## config.mk

```make
export PLATFORM = sky130hd
export DESIGN_NAME = block_linear_interp_resampler
export DESIGN_NICKNAME = d
export VERILOG_FILES = /design/src/design/lir_pkg.sv /design/src/design/block_linear_interp_resampler.sv
export SDC_FILE = /design/constraint.sdc
export NUM_CORES = 2
export LEC_CHECK = 0
export ABC_AREA = 1
export BUFFER_PORTS_ARGS = -buffer_cell sky130_fd_sc_hd__buf_2
export CORE_AREA = 2 2 377 379
export DETAILED_ROUTE_END_ITERATION = 10
export DIE_AREA = 0 0 379 381
export SETUP_SLACK_MARGIN = 0.5
export SLEW_MARGIN = 0
export SYNTH_ARGS = -nofsm -noshare
export SYNTH_HDL_FRONTEND = slang
export SYNTH_SLANG_ARGS = --single-unit
```

## constraint.sdc

```tcl
create_clock -name aclk -period 10.5 [get_ports aclk]
set_clock_uncertainty 0.15 [all_clocks]
set_input_delay 0.525 -clock aclk [delete_from_list [all_inputs] [get_ports aclk]]
set_output_delay 0.525 -clock aclk [all_outputs]
set_load 0.05 [all_outputs]
```

## src/design/lir_pkg.sv

```systemverilog
// ----------------------------------------------------------------------------
// lir_pkg: shared types and constants for the block linear resampler
// Payload structs, configuration register map and reset values.
// ----------------------------------------------------------------------------
package lir_pkg;

    localparam int SAMPLE_W   = 16;
    localparam int COUNT_W    = 16;
    localparam int RATIO_W    = 25;
    localparam int CFG_DATA_W = 25;
    localparam int CFG_ADDR_W = 2;
    localparam int FRAC16_W   = 16;

    typedef enum logic [CFG_ADDR_W-1:0] {
        REG_BLOCK_INPUTS  = 2'd0,
        REG_BLOCK_OUTPUTS = 2'd1,
        REG_RATIO_STEP    = 2'd2,
        REG_UNUSED        = 2'd3
    } cfg_reg_t;

    localparam logic [COUNT_W-1:0] BLOCK_INPUTS_RST  = 16'd2100;
    localparam logic [COUNT_W-1:0] BLOCK_OUTPUTS_RST = 16'd2048;
    localparam logic [RATIO_W-1:0] RATIO_STEP_RST    = 25'd17203200;

    typedef struct packed {
        logic signed [SAMPLE_W-1:0] in_i;
        logic signed [SAMPLE_W-1:0] in_q;
    } in_sample_t;

    typedef struct packed {
        logic signed [SAMPLE_W-1:0] out_i;
        logic signed [SAMPLE_W-1:0] out_q;
        logic                       block_last;
    } out_sample_t;

endpackage

```

## src/design/block_linear_interp_resampler.sv

```systemverilog
// ----------------------------------------------------------------------------
// block_linear_interp_resampler: block-wise linear interpolation resampler
// Complex I/Q rate converter; one interpolated sample per input at most.
// ----------------------------------------------------------------------------
//
//  channel  | ports                       | handshake      | payload
//  ---------+-----------------------------+----------------+----------------
//  input    | s_valid s_ready s_data      | valid / ready  | in_sample_t
//  result   | m_valid m_ready m_data      | valid / ready  | out_sample_t
//  config   | cfg_wr_en cfg_addr cfg_wdata| write enable   | 25-bit data
//
//  Throughput is one input transfer per clock while the result side is not
//  stalled. A sample passes the input register, then the result register.
//  The phase accumulate and compare loop is combinational, which sets the rate.
//  aresetn is synchronous, active low; it restores register defaults and
//  clears the block position, phase and output count.
//  A stalled result holds the result register; the input register then
//  holds its sample and s_ready drops until the result is taken.
//
module block_linear_interp_resampler #(
    parameter int FRAC_BITS = 24
) (
    input  logic                                 aclk,
    input  logic                                 aresetn,

    input  logic                                 s_valid,
    output logic                                 s_ready,
    input  lir_pkg::in_sample_t                  s_data,

    output logic                                 m_valid,
    input  logic                                 m_ready,
    output lir_pkg::out_sample_t                 m_data,

    input  logic                                 cfg_wr_en,
    input  logic [lir_pkg::CFG_ADDR_W-1:0]       cfg_addr,
    input  logic [lir_pkg::CFG_DATA_W-1:0]       cfg_wdata
);
    import lir_pkg::*;

    localparam int PHASE_W = COUNT_W + FRAC_BITS;

    // configuration registers
    logic [COUNT_W-1:0]  block_inputs_reg;
    logic [COUNT_W-1:0]  block_outputs_reg;
    logic [RATIO_W-1:0]  ratio_step_reg;

    // input stage
    logic                in_valid_reg, in_valid_next;
    in_sample_t          in_data_reg;

    // resampler state
    logic [SAMPLE_W-1:0] prev_i_reg, prev_i_next;
    logic [SAMPLE_W-1:0] prev_q_reg, prev_q_next;
    logic [COUNT_W-1:0]  block_pos_reg, block_pos_next;
    logic [PHASE_W-1:0]  phase_acc_reg, phase_acc_next;
    logic [COUNT_W-1:0]  out_count_reg, out_count_next;

    // result stage
    logic                m_valid_reg, m_valid_next;
    out_sample_t         m_data_reg, m_data_next;

    logic                out_ok;
    logic                fire;
    logic                due;
    logic [COUNT_W-1:0]  phase_base;
    logic [FRAC16_W-1:0] frac;
    logic [PHASE_W:0]    phase_sum;
    logic [PHASE_W-1:0]  phase_adv;
    logic [COUNT_W-1:0]  last_index;

    logic signed [SAMPLE_W:0]            diff_i, diff_q;
    logic signed [SAMPLE_W+FRAC16_W+1:0] prod_i, prod_q;
    logic signed [SAMPLE_W+FRAC16_W+1:0] step_i, step_q;
    logic [SAMPLE_W-1:0]                 lerp_i, lerp_q;

    // ------------------------------------------------------------------
    // Handshake: the result register frees when empty or being taken;
    // the input register moves on whenever the result side frees.
    // ------------------------------------------------------------------
    assign out_ok  = !m_valid_reg || m_ready;
    assign fire    = in_valid_reg && out_ok;
    assign s_ready = !in_valid_reg || out_ok;
    assign m_valid = m_valid_reg;
    assign m_data  = m_data_reg;

    // ------------------------------------------------------------------
    // Configuration writes take effect at once; unmapped index is dropped.
    // ------------------------------------------------------------------
    always_ff @(posedge aclk) begin
        if (!aresetn) begin
            block_inputs_reg  <= BLOCK_INPUTS_RST;
            block_outputs_reg <= BLOCK_OUTPUTS_RST;
            ratio_step_reg    <= RATIO_STEP_RST;
        end else if (cfg_wr_en) begin
            case (cfg_reg_t'(cfg_addr))
                REG_BLOCK_INPUTS:  block_inputs_reg  <= cfg_wdata[COUNT_W-1:0];
                REG_BLOCK_OUTPUTS: block_outputs_reg <= cfg_wdata[COUNT_W-1:0];
                REG_RATIO_STEP:    ratio_step_reg    <= cfg_wdata[RATIO_W-1:0];
                default: ;
            endcase
        end
    end

    // ------------------------------------------------------------------
    // Phase: integer part is the base sample index within the block,
    // fraction bits, trimmed or zero-padded to 16, weight the interpolation.
    // ------------------------------------------------------------------
    assign phase_base = phase_acc_reg[PHASE_W-1:FRAC_BITS];

    generate
        if (FRAC_BITS >= FRAC16_W) begin : g_frac_down
            assign frac = phase_acc_reg[FRAC_BITS-1 -: FRAC16_W];
        end else begin : g_frac_up
            assign frac = {phase_acc_reg[FRAC_BITS-1:0], {(FRAC16_W-FRAC_BITS){1'b0}}};
        end
    endgenerate

    // saturate at full scale instead of wrapping
    assign phase_sum = {1'b0, phase_acc_reg} + (PHASE_W+1)'(ratio_step_reg);
    assign phase_adv = phase_sum[PHASE_W] ? {PHASE_W{1'b1}} : phase_sum[PHASE_W-1:0];

    // An output is due once its base sample is at or behind the newest
    // stored sample and the block has not used up its output budget.
    assign due = (block_pos_reg != '0) && (out_count_reg < block_outputs_reg)
              && (phase_base < block_pos_reg);

    assign last_index = block_outputs_reg - COUNT_W'(1);

    // ------------------------------------------------------------------
    // Interpolate: prev + floor(frac * (cur - prev) / 2^16), per lane.
    // ------------------------------------------------------------------
    assign diff_i = $signed({in_data_reg.in_i[SAMPLE_W-1], in_data_reg.in_i})
                  - $signed({prev_i_reg[SAMPLE_W-1], prev_i_reg});
    assign diff_q = $signed({in_data_reg.in_q[SAMPLE_W-1], in_data_reg.in_q})
                  - $signed({prev_q_reg[SAMPLE_W-1], prev_q_reg});

    assign prod_i = diff_i * $signed({1'b0, frac});
    assign prod_q = diff_q * $signed({1'b0, frac});

    assign step_i = prod_i >>> FRAC16_W;
    assign step_q = prod_q >>> FRAC16_W;

    // wrap to sample width
    assign lerp_i = prev_i_reg + step_i[SAMPLE_W-1:0];
    assign lerp_q = prev_q_reg + step_q[SAMPLE_W-1:0];

    // ------------------------------------------------------------------
    // Next-state logic
    // ------------------------------------------------------------------
    always_comb begin
        in_valid_next  = in_valid_reg;
        prev_i_next    = prev_i_reg;
        prev_q_next    = prev_q_reg;
        block_pos_next = block_pos_reg;
        phase_acc_next = phase_acc_reg;
        out_count_next = out_count_reg;
        m_valid_next   = m_valid_reg;
        m_data_next    = m_data_reg;

        // drop the held sample once it is consumed, load a new one on transfer
        if (fire) begin
            in_valid_next = 1'b0;
        end
        if (s_valid && s_ready) begin
            in_valid_next = 1'b1;
        end

        // result register: refill or clear whenever it frees
        if (out_ok) begin
            m_valid_next = fire && due;
        end
        if (fire && due) begin
            m_data_next.out_i      = lerp_i;
            m_data_next.out_q      = lerp_q;
            m_data_next.block_last = (out_count_reg == last_index);
        end

        if (fire) begin
            prev_i_next = in_data_reg.in_i;
            prev_q_next = in_data_reg.in_q;
            if (block_pos_reg == '0) begin
                // first sample after reset only seeds the block
                block_pos_next = COUNT_W'(1);
            end else begin
                if (due) begin
                    out_count_next = out_count_reg + COUNT_W'(1);
                    phase_acc_next = phase_adv;
                end
                // at block end carry this sample as position zero
                if (block_pos_reg >= block_inputs_reg) begin
                    block_pos_next = COUNT_W'(1);
                    phase_acc_next = '0;
                    out_count_next = '0;
                end else begin
                    block_pos_next = block_pos_reg + COUNT_W'(1);
                end
            end
        end
    end

    always_ff @(posedge aclk) begin
        if (!aresetn) begin
            in_valid_reg  <= 1'b0;
            m_valid_reg   <= 1'b0;
            prev_i_reg    <= '0;
            prev_q_reg    <= '0;
            block_pos_reg <= '0;
            phase_acc_reg <= '0;
            out_count_reg <= '0;
        end else begin
            in_valid_reg  <= in_valid_next;
            m_valid_reg   <= m_valid_next;
            prev_i_reg    <= prev_i_next;
            prev_q_reg    <= prev_q_next;
            block_pos_reg <= block_pos_next;
            phase_acc_reg <= phase_acc_next;
            out_count_reg <= out_count_next;
        end
    end

    // payload registers carry no reset
    always_ff @(posedge aclk) begin
        if (s_valid && s_ready) begin
            in_data_reg <= s_data;
        end
        m_data_reg <= m_data_next;
    end

`ifndef ASSERT_OFF
    // the seeding sample never yields a result
    a_seed_no_output: assert property (@(posedge aclk) disable iff (!aresetn)
        fire && (block_pos_reg == '0) |=> !m_valid_reg)
        else $error("result produced from the seeding sample");

    // once a sample is consumed the block position is never back at zero
    a_pos_nonzero: assert property (@(posedge aclk) disable iff (!aresetn)
        fire |=> (block_pos_reg != '0))
        else $error("block position returned to zero");

    // a due interpolation always lands in the result register
    a_due_lands: assert property (@(posedge aclk) disable iff (!aresetn)
        fire && due |=> m_valid_reg)
        else $error("due result lost");

    // a held sample stays put while the result side is stalled
    a_input_holds: assert property (@(posedge aclk) disable iff (!aresetn)
        in_valid_reg && !out_ok |=> in_valid_reg && $stable(in_data_reg))
        else $error("input register changed during stall");
`endif

endmodule
```

After elaboration in Yosys (flattened, before gate mapping)
Index checks and enable logic that the tools add are counted.
{"block": "word_totals", "reg_bits": 228, "inputBits": 64, "output_inout_bits": 35}
{"block": "classes", "add_sub_neg": 8, "multipliers": 2, "magnitude_cmp": 3, "eq_ne": 3, "mux": 9, "bitwise_logic": 1, "reduce_logical": 18}
{"op": "$mux W40", "n": 3}
{"op": "$mul A17 B17 Y32", "n": 2}
{"op": "$mux W16", "n": 4}
{"op": "$add A40 B25 Y41", "n": 1}
{"op": "$sub A16 B16 Y17", "n": 2}
{"op": "$add A16 B1 Y16 const B", "n": 2}
{"op": "$add A16 B16 Y16", "n": 2}
{"op": "$lt A16 B16 Y1", "n": 2}
{"op": "$eq A16 B16 Y1", "n": 1}
{"op": "$ge A16 B16 Y1", "n": 1}
{"op": "$logic_not A16 Y1", "n": 1}
{"op": "$reduce_bool A16 Y1", "n": 1}
{"op": "$sub A16 B1 Y16 const B", "n": 1}
{"op": "$reduce_and A2 Y1", "n": 3}
{"op": "$logic_and A1 B1 Y1", "n": 5}
{"op": "$reduce_bool A2 Y1", "n": 2}
{"op": "$reduce_and A3 Y1", "n": 1}
{"op": "$eq A2 B1 Y1 const B", "n": 1}
{"op": "$eq A2 B2 Y1 const B", "n": 1}
{"op": "$logic_not A1 Y1", "n": 2}
{"op": "$logic_not A2 Y1", "n": 1}
{"op": "$logic_or A1 B1 Y1", "n": 2}
{"op": "$mux W1", "n": 2}
{"op": "$not A1 Y1", "n": 1}

Depth between registers and ports, before layout
{"block": "logic_depth", "depth_word": 5, "depth_mapped": 48}

Worst setup path before layout
No wires, ideal clock.
{"block": "synth_path", "path_kind": "flip-flop to flip-flop", "start": "register in_data_reg[16] (netlist name)", "end": "register m_data_reg (netlist bit m_data[28]), data pin", "t_arrival_ns": 7.657, "t_required_ns": 10.085, "setup_slack_ns": 2.428, "stages_incl_launch_ff": 37, "path_buffers": 0, "synth_period_minus_slack_ns": 8.072, "path_cell_list": "edfxtp_1 > inv_1 > ha_1 > fa_1 > o21ai_1 > o21ai_1 > o21ai_2 > a21oi_2 > xor2_2 > inv_2 > nor2_1 > fa_1 > inv_1 > fa_1 > fa_1 > inv_1 > fa_1 > fa_1 > inv_1 > fa_1 > inv_1 > ha_1 > nand2_1 > nor2_1 > inv_1 > o21ai_0 > a21oi_1 > o21ai_0 > xor2_1 > ha_1 > nand3_1 > nand2_1 > a21boi_0 > o21ai_0 > a31oi_1 > o21ai_0 > xor2_1"}
{"block": "synth_between", "elab_chain_cells": 3}
{"item": "start, declared", "line_no": "block_linear_interp_resampler.sv:49", "rtl": "in_sample_t in_data_reg;"}
{"item": "start signal, assigned", "line_no": "block_linear_interp_resampler.sv:224", "rtl": "in_data_reg <= s_data;"}
{"item": "$sub A16 B16 Y17", "line_no": "block_linear_interp_resampler.sv:133", "rtl": "- $signed({prev_i_reg[SAMPLE_W-1], prev_i_reg});"}
{"item": "$mul A17 B17 Y32", "line_no": "block_linear_interp_resampler.sv:137", "rtl": "assign prod_i = diff_i * $signed({1'b0, frac});"}
{"item": "$add A16 B16 Y16", "line_no": "block_linear_interp_resampler.sv:144", "rtl": "assign lerp_i = prev_i_reg + step_i[SAMPLE_W-1:0];"}
{"item": "named net lerp_i[11]", "line_no": "block_linear_interp_resampler.sv:74", "rtl": "logic [SAMPLE_W-1:0] lerp_i, lerp_q;"}
{"item": "end signal, assigned", "line_no": "block_linear_interp_resampler.sv:226", "rtl": "m_data_reg <= m_data_next;"}
{"item": "end, declared", "line_no": "block_linear_interp_resampler.sv:60", "rtl": "out_sample_t m_data_reg, m_data_next;"}
The timed path passes the listed nets, and every way through them passes these cells.
A chain may end at the register's enable or synchronous reset.

Worst setup path in the final report
{"block": "layout_path", "start": "register in_data_reg[16] (netlist name)", "end": "register m_data_reg (netlist bit m_data[32]), data pin"}
Same word-level chain as after synthesis.

==> qor.yml <==
status:
  status: "complete, no violations"
setup_path:
  cp_slowest_stage_delay_ps: 700
  crit_slowest_cell: "fa_1"
  required_ps: 10710
  r2r_start: "in_data_reg[16]"
  critPathKind: "reg2reg"
  arrival_ps: 9700
  cp-start-kind: "register"
  cp-end-kind: "register"
  rrSetupSlack_ps: 1020
  reg2regPathDepth: 36
  path_delay_family: "adder cells"
  timing.rr.end: "m_data[32]"
  crit_cells: 36
  timing.critical_path.buf_inv: 6
  path_max_fanout: 12
detailed_routing:
  drcViolationCount: 0
  vias_per_cell: 4.483
  via_count: 28830
  drt_iter0_markers: 2026
  drtAntennaViolNets: 0
  drt_wl_total_mm: 101.6
  dr.pass1.iters: 5
  wl_per_cell_um: 15.80
final_layout:
  finalNetCount: 5420
  fin_util_pct: 27.66
  layout-drive-gt1-share_pct: 6.501
  area_growth_pct: 11.44
  largest_register_ffs: 40
grt:
  gr-usage-met1_pct: 18.87
  grt_pass1_wl_mm: 161.7
  gr-max-usage-layer: "met2"
  grt_pass1_vias: 29010
  grtUsageTotal_pct: 14.15
  antenna_found_initial: 1
  grt_max_degree: 68
  grt_overflow: 0
  grt_util_met2_pct: 23.96
  globalRouteMet3Util_pct: 1.544
place:
  dpl.hpwl_mm: 81.81
  gp_congestion: 0.9172
  numPortBuffers: 98
cts:
  cts.sinks: 228
  cts_tree: "yes"
  root_buffer: "clkbuf_16"
  cts.path.max_buffers: 3
  cts_max_level: 1
  clock_latency_ps: 610
  cts_buffers: 27
  clk_pin_slew_ps: 70
floorplanning:
  die_area_mm2: 0.1444
  rows: 138
  initial_core_util_pct: 24.82
  fp.coreArea_mm2: 0.1406
  ios: 99
  die_h_um: 381
  fp.dieW_um: 379
sta:
  fin_crit_sh_pct: 90.32
  tns_ps: 0
  rsz0062_at_grt: "no"
  final_hold_viol_count: 0
  finalCriticalPeriod_ps: 9484
  max_freq_mhz: 105.4
  whs_ps: 33.50
  setup_viol: 0
  tightest_slew_ps: 1231
  slew_headroom_pct: 17.82
  final_max_slew_viol_count: 0
hold_path:
  whs_path_depth: 3
  min-delay-start: "cfg_wdata[24]"
  hold-path-endpoint: "ratio_step_reg[24]"
  hp-class: "in2reg"
synthesis:
  yosysUniqueCellTypes: 62
  ys_top_cells_by_area: "fa_1, ha_1, inv_1"
  synth_area_mm2: 0.03489
  ys_warn_count: 0
  synth_area_leader_cell: "fa_1"
  syn_nets: 5337
  synth_ff_type: "dfxtp_1"
  synth_edf_count: 65
  synth.avg_cell_area_um2: 7.869
  syn_inst: 4434
  ys_ff_latch: 228
  synthArstFlopShare_pct: 0
  ys_seq_area_share_pct: 14.95
  synth_top_area_share_pct: 30.70
power_and_ir_drop:
  power.leakage_uw: 0.01939
  power.density_mw_per_mm2: 93.03
  peakVddDrop_uv: 121.7
run:
  cap_violations: 0
-- area by class of cell --
type	instances	area, um2
tap	1890	2365
antenna	2	5.005
sequential	228	5216
multi-input combinational	3084	25430
fill	15390	101700
clock buffer	36	782.0
timing repair buffer	165	1071
clock inverter	14	207.7
inverter	1011	3802
-- cell families (layout without fill, tap and decap cells) --
| group | after synthesis | in the layout | synth area share, % |
|---|---|---|---|
| and+or+nand+nor | 1521 | 1521 | 18.23 |
| AOI/OAI and AO/OA | 578 | 578 | 9.166 |
| other | 0 | 2 | 0 |
| DFF | 228 | 228 | 14.95 |
| buffers and inverters | 1122 | 1226 | 12.29 |
| adders and majority gates | 839 | 839 | 41.60 |
| xor gates and xnor gates | 146 | 146 | 3.773 |
-- synthesized netlist by cell type (all sizes together) (29+ instances only) --
cell,instances
dfxtp,163
nand3,152
ha,304
clkbuf,82
inv,998
o21ai,190
nor2,469
nor3,44
xor2,111
or2,38
nand4,30
xnor2,35
a21oi,299
fa,535
nand2,759
edfxtp,65
buf,29
-- report_power, final --
part           total, uW  switching, uW  internal [uW]
Clock               1070            439            630
Combinational       1550           1040            516
Sequential           995           30.6            965
-- what timing repair did --
item	4_1_cts	5_1_grt
hold buffers	31	0
setup endpoints to repair	0	4
resized for setup	0	6
hold endpoints to repair	31	0
buffers inserted	0	0
-- worst min-delay path: stages --
cell     delay [ps]
buf_2            90
nand2_1          60
nand3_1          70
-- worst max path at each step --
stage,end,from,slack (ps)
5_1_grt,m_data[32],in_data_reg[16],510
6_report,m_data[32],in_data_reg[16],1020
4_1_cts,m_data[28],in_data_reg[16],990
3_5_place_dp,m_data[28],in_data_reg[16],1020
2_1_floorplan,m_data[28],in_data_reg[16],2430
3_3_place_gp,m_data[32],prev_i_reg[1],1090
-- placed cells by master (no fill, tap or decap), types with 98 or more instances in the layout --
cell type    n
a21oi_1    287
dfxtp_1    162
nand2_1    733
o21ai_0    168
nor2_1     465
fa_1       535
inv_1      983
ha_1       304
nand3_1    148
xor2_1     106
buf_2       98
-- routing by layer --
metal	up-vias	routed length, um
li1	13770	-
met1	14130	44150
met2	786	48460
met3	147	5884
met4	0	3102
met5	-	0
-- through the flow --
| stage | total power [uW] | cell area [um2] | worst slack, ps | instances |
|---|---|---|---|---|
| after CTS | 3652 | 38830 | 992.5 | 6428 |
| final | 3617 | 38880 | 1016 | 6430 |
| after detailed placement | 2550 | 37530 | 1022 | 6347 |
| after global routing | 3880 | 38870 | 514.1 | 6428 |
| after floorplan | 2073 | 34890 | 2428 | 4434 |
| after global placement | 2535 | 37530 | 1091 | 6347 |
Note: power is estimated with default switching activity, not from simulation.
